--- src/rtl/core/pst_pkg.sv ---
// Shared types, widths and constants of the pressure spline tessellator.
`timescale 1ns / 1ps
package pst_pkg;

  localparam int CoordW   = 16;
  localparam int PressW   = 16;
  localparam int SpacingW = 8;
  localparam int StepW    = 5;
  localparam int AddrW    = 3;
  localparam int DataW    = 32;

  localparam int KW   = 13;               // k * spacing, at most 31 * 255
  localparam int DistW = 2 * KW + 1;      // squared length
  localparam int BW   = 18;               // basis weights
  localparam int BIW  = 21;               // basis intermediates
  localparam int PW   = BW + CoordW;      // weight times coordinate
  localparam int SW   = PW + 2;           // four-term sum
  localparam int QW   = CoordW + 1;       // quotient bits
  localparam int DenW = 16;               // 2 * n^3
  localparam int PnW  = 24;               // pressure numerator
  localparam int PdW  = StepW + 1;        // 2 * n

  localparam logic [StepW-1:0] MaxSteps = StepW'(31);
  localparam logic [StepW-1:0] MinSteps = StepW'(2);
  localparam logic [PressW-1:0] PressMin = PressW'(1638);
  localparam logic [PressW-1:0] PressMax = PressW'(32768);
  localparam logic [SpacingW-1:0] SpacingReset = SpacingW'(24);
  localparam logic [StepW-1:0] LimitReset = StepW'(31);

  localparam logic RegSpacing = 1'b0;
  localparam logic RegLimit   = 1'b1;

  typedef struct packed {
    logic signed [CoordW-1:0] pt_x;
    logic signed [CoordW-1:0] pt_y;
    logic [PressW-1:0]        pt_pressure;
    logic                     final_point;
  } pt_t;

  typedef struct packed {
    logic signed [CoordW-1:0] smp_x;
    logic signed [CoordW-1:0] smp_y;
    logic [PressW-1:0]        smp_pressure;
    logic                     run_end;
    logic                     stroke_end;
  } smp_t;

  typedef enum logic [4:0] {
    S_IDLE, S_DECIDE, S_SEG_INIT, S_SEG_W1, S_SEG_W2, S_SEG_W3, S_STEPS,
    S_SA, S_SB, S_SC, S_SD, S_SE, S_DIV_GO, S_DIV_WAIT, S_EMIT, S_FINAL, S_COMMIT
  } state_t;

  typedef struct packed {
    logic capture;
    logic seg_init;
    logic seg_end;
    logic steps_init;
    logic steps_iter;
    logic s_inc;
    logic div_start;
    logic emit_sample;
    logic emit_final;
    logic commit;
  } cmd_t;

  typedef struct packed {
    logic [1:0] ps;
    logic       fin;
    logic       steps_found;
    logic       s_last;
    logic       div_done;
    logic       out_free;
  } stat_t;

  function automatic logic [PressW-1:0] clamp_press(input logic [QW-1:0] p);
    logic [PressW-1:0] r;
    if (p < QW'(PressMin)) r = PressMin;
    else if (p > QW'(PressMax)) r = PressMax;
    else r = p[PressW-1:0];
    return r;
  endfunction

endpackage

--- src/rtl/core/pst_ctrl.sv ---
// Sequencer: segments, step search, per-sample arithmetic and output hand-off.
`timescale 1ns / 1ps
module pst_ctrl (
  input  logic           clk,
  input  logic           rst,
  input  logic           in_valid,
  output logic           in_ready,
  input  pst_pkg::stat_t stat,
  output pst_pkg::cmd_t  cmd
);
  import pst_pkg::*;

  state_t state, state_next;
  logic   seg_end, seg_end_next;

  always_ff @(posedge clk) begin
    if (rst) begin
      state   <= S_IDLE;
      seg_end <= 1'b0;
    end else begin
      state   <= state_next;
      seg_end <= seg_end_next;
    end
  end

  always_comb begin
    state_next   = state;
    seg_end_next = seg_end;
    cmd          = '0;
    in_ready     = 1'b0;
    case (state)
      S_IDLE: begin
        in_ready    = 1'b1;
        cmd.capture = in_valid;
        if (in_valid) state_next = S_DECIDE;
      end
      S_DECIDE: begin
        if (stat.ps == 2'd0) begin
          state_next = stat.fin ? S_FINAL : S_COMMIT;
        end else if (stat.ps == 2'd1) begin
          seg_end_next = 1'b1;
          state_next   = stat.fin ? S_SEG_INIT : S_COMMIT;
        end else begin
          seg_end_next = 1'b0;
          state_next   = S_SEG_INIT;
        end
      end
      S_SEG_INIT: begin
        cmd.seg_init = 1'b1;
        cmd.seg_end  = seg_end;
        state_next   = S_SEG_W1;
      end
      S_SEG_W1: state_next = S_SEG_W2;
      S_SEG_W2: state_next = S_SEG_W3;
      S_SEG_W3: begin
        cmd.steps_init = 1'b1;
        state_next     = S_STEPS;
      end
      S_STEPS: begin
        cmd.steps_iter = 1'b1;
        if (stat.steps_found) state_next = S_SA;
      end
      S_SA: state_next = S_SB;
      S_SB: state_next = S_SC;
      S_SC: state_next = S_SD;
      S_SD: state_next = S_SE;
      S_SE: state_next = S_DIV_GO;
      S_DIV_GO: begin
        cmd.div_start = 1'b1;
        state_next    = S_DIV_WAIT;
      end
      S_DIV_WAIT: begin
        if (stat.div_done) state_next = S_EMIT;
      end
      S_EMIT: begin
        if (stat.out_free) begin
          cmd.emit_sample = 1'b1;
          if (!stat.s_last) begin
            cmd.s_inc  = 1'b1;
            state_next = S_SA;
          end else if (!seg_end && stat.fin) begin
            seg_end_next = 1'b1;
            state_next   = S_SEG_INIT;
          end else if (seg_end) begin
            state_next = S_FINAL;
          end else begin
            state_next = S_COMMIT;
          end
        end
      end
      S_FINAL: begin
        if (stat.out_free) begin
          cmd.emit_final = 1'b1;
          state_next     = S_COMMIT;
        end
      end
      S_COMMIT: begin
        cmd.commit = 1'b1;
        state_next = S_IDLE;
      end
      default: state_next = S_IDLE;
    endcase
  end

endmodule
--- config.mk ---
export PLATFORM = sky130hd
export DESIGN_NAME = pst_ctrl
export DESIGN_NICKNAME = d
export VERILOG_FILES = /design/src/rtl/core/pst_pkg.sv /design/src/rtl/core/pst_ctrl.sv
export SDC_FILE = /design/constraint.sdc
export NUM_CORES = 1
export LEC_CHECK = 0
export ABC_CLOCK_PERIOD_IN_PS = 1400
export BUFFER_PORTS_ARGS = -buffer_cell sky130_fd_sc_hd__buf_2
export CAP_MARGIN = 20
export CORE_ASPECT_RATIO = 0.75
export CORE_MARGIN = 8
export CORE_UTILIZATION = 30
export CTS_CLUSTER_DIAMETER = 50
export DETAILED_ROUTE_END_ITERATION = 6
export GPL_TIMING_DRIVEN = 1
export PLACE_DENSITY_LB_ADDON = 0.25
export SLEW_MARGIN = 20
export SYNTH_ARGS = -nofsm -noshare
export SYNTH_HDL_FRONTEND = slang
export SYNTH_SLANG_ARGS = --single-unit
--- constraint.sdc ---
create_clock -name clk -period 1.4 [get_ports clk]
set_input_delay 0.21 -clock clk [delete_from_list [all_inputs] [get_ports clk]]
set_output_delay 0.21 -clock clk [all_outputs]
set_load 0.005 [all_outputs]
==> flow_summary_export.csv <==
group,metric,value,unit
final_layout,final.fill_count,172,
placed_design,placed_cell_area,864.6,µm²
sta,timing.final.crit_share,1.111,
floorplanning,rows,14,
route,vias,803,
final_layout,instances_no_fill,151,
critical_path,crit_fanout,6,
power_and_ir_drop,p_per_area,671.2,nW/µm²
final_layout,drive_gt1_frac,0.6378,
power_and_ir_drop,clkPwrFrac,0.212,
sta,setup_violations,13,
final_layout,insertedDiodeCount,0,
power_and_ir_drop,seq_power_share,0.281,
synth,synthFlopType,"dfxtp_1",
final_layout,area_growth,82.66,%
synth,ys_types,39,
clock_network,clk_path_buf_depth,2,
power_and_ir_drop,comb_power_share,0.507,
clock_network,postCtsHoldBufs,0,
run_status,violations,"setup timing",
critical_path,setup.worst_path.start,"state[2]",
synth,yosys.area.top_type,"dfxtp_1",
clock_network,numCtsBuffers,3,
synth,syn_inst,79,
synth,avgSynthCellArea,7.491,µm²
synth,ys_seq_area_frac,0.2030,
final_layout,fin_util,0.5610,
floorplanning,die_width,67.29,µm
synth,yosys-top-cells-count,"nor2_1, dfxtp_1, nand2_1",
sta,clock_skew,4.608,ps
sta,worst_pin_slew,240.6,ps
sta,hold_ws,226.7,ps
synth,synth_area_leaders,"dfxtp_1, nor2_1, a31oi_1, nor3_1, buf_6",
clock_network,cts_sinks,6,
synth,async_flop_share,0,
floorplanning,die_h,54.47,µm
synth,synth_edf_count,0,
sta,layout_min_cycle_time,1555,ps
sta,timing.final.ws_setup,-155.3,ps
floorplanning,core_area,1927,µm²
job,cap_viol_max_count,0,
sta,setup-tns-final,-1055,ps
clock_network,root_buffer,"clkbuf_4",
power_and_ir_drop,switching_share,0.3499,
grt,grt_pass1_vias,793,
sta,hold_viol,0,
route,avgViaCountPerCell,5.318,
synth,mappedNetlistArea,591.8,µm²
critical_path,timing.rr.end,"state[2]",
route,final_antenna_net_count,0,
sta,final_max_slew_viol_count,0,
run_status,status,"complete, but fails checks",
power_and_ir_drop,leakage,0.5017,nW
critical_path,r2r_slack,-140,ps
synth,yosys.area.top_type_share,0.2030,
critical_path,start_kind,"register",
synth,syn_nets,89,
sta,slew-limit-headroom,0.8396,
power_and_ir_drop,irDropWorstVdd,0.0003813,V
final_layout,final_nets,139,
synth,ys_ff_latch,6,
power_and_ir_drop,p_int,0.0004717,W
final_layout,post-route-cell-area,1081,µm²
synth,yosysMostFrequentCell,"nor2_1",
floorplanning,io_pins,21,
placed_design,dp.cells,141,
floorplanning,dieArea,3665,µm²
placed_design,place.gp.congestion,0.8981,
placed_design,dp_hpwl,1732,µm
critical_path,r2r_start,"state[2]",
critical_path,crit_arrival,1350,ps
synth,yosysWarnings,0,
clock_network,path_clk_slew,40,ps
route,drt_pre_antenna_iters,4,
clock_network,clk_latency,240,ps
grt,grt_remaining_overflow,0,
critical_path,endpoint,"cmd[4]",
critical_path,r2r_cells,6,
route,wl_per_cell,15.30,µm
grt,track_usage,0.1332,
grt,antenna_found_initial,0,
route,drtIter0Drc,34,
sta,rsz0062_at_grt,"true",
power_and_ir_drop,switchingPower,0.0002539,W
placed_design,io_buffers,20,
grt,grt_pass1_wl,3719,µm
route,routed_wl,2311,µm
route,drc,0,
sta,fmax,642.9,MHz
clock_network,cts.htree.levels,1,
grt,grt_max_degree,8,
critical_path,worst-setup-path-type,"register to primary output",
min_path,hold_class,"input pin to register",
clock_network,cts_tree,"done",
critical_path,required,1190,ps
floorplanning,start_util,0.3071,
critical_path,end_kind,"primary output",
-- power groups by stage --
stage | registers, W | logic (W) | clock network [W]
2_1_floorplan | 0.000196 | 0.000152 | 0
3_3_place_gp | 0.000204 | 0.000275 | 0
3_5_place_dp | 0.000203 | 0.000275 | 0
4_1_cts | 0.000203 | 0.000327 | 0.000166
5_1_grt | 0.000207 | 0.000393 | 0.000173
6_report | 0.000204 | 0.000368 | 0.000154
-- critical path, cell delays in order (launching register included) --
cell     delay (ps)
dfxtp_4         380
and4b_1         220
and3_4          190
buf_6            90
nor2b_1         110
buf_2           120
-- how the worst min path moves through the flow --
| stage | start | to | slack, ps | depth (start not counted) |
|---|---|---|---|---|
| finish | rst | state[2] | 230 | 2 |
| global route | rst | state[2] | 210 | 2 |
| CTS | rst | state[2] | 200 | 2 |
| detailed placement | rst | state[2] | 470 | 2 |
| floorplan | rst | state[2] | 270 | 1 |
| global placement | rst | state[2] | 470 | 2 |
-- cell usage in the layout (no fill, tap or decap), types with 4 or more instances in the layout --
cell	n
buf_2	19
buf_4	24
buf_6	7
nand2_1	5
nand3_1	4
nor2_1	5
-- layer usage --
layer	global-route usage	up-vias	wire length, µm	part of all wire
met5	0	-	0	0
met4	0.05190	0	8	0.0035
met2	0.2235	27	1112	0.48
met1	0.1659	377	1005	0.43
li1	-	397	-	-
met3	0.02658	2	184	0.080
-- flip-flops by register name, indices dropped and copies added (netlist names) --
signal	flops
state	5
seg_end	1
-- cells by family (layout without fill, tap and decap cells) --
| kind of cell | after synthesis | count (layout) | synth area share |
|---|---|---|---|
| flops | 6 | 6 | 0.2030 |
| compound gates | 21 | 21 | 0.2812 |
| buf+inv | 10 | 58 | 0.09513 |
| simple gates | 41 | 41 | 0.4038 |
| mux | 1 | 1 | 0.01691 |
-- through the flow --
stage / setup WS [ps] / total power [W]
5_1_grt: -213.2 / 0.0007723
3_3_place_gp: -151.9 / 0.0004789
6_report: -155.3 / 0.0007256
3_5_place_dp: -126.8 / 0.0004781
2_1_floorplan: -2.976 / 0.0003476
4_1_cts: -160.7 / 0.0006970
-- area by class of cell --
cell class	instances	area, µm²	share of cell area
Inverter	5	21.27	0.01968
Sequential cell	6	133.9	0.1238
Clock buffer	3	22.52	0.02083
Tap cell	24	30.03	0.02778
Multi-Input combinational cell	63	519.2	0.4803
Timing Repair Buffer	50	354.1	0.3275
-- repair_timing --
action,in CTS,in global routing
pin swaps,10,4
buffers inserted,5,3
setup endpoints to repair,15,15
hold endpoints to repair,0,0
resized for setup,27,6
Power figures use the tool's default switching activity.
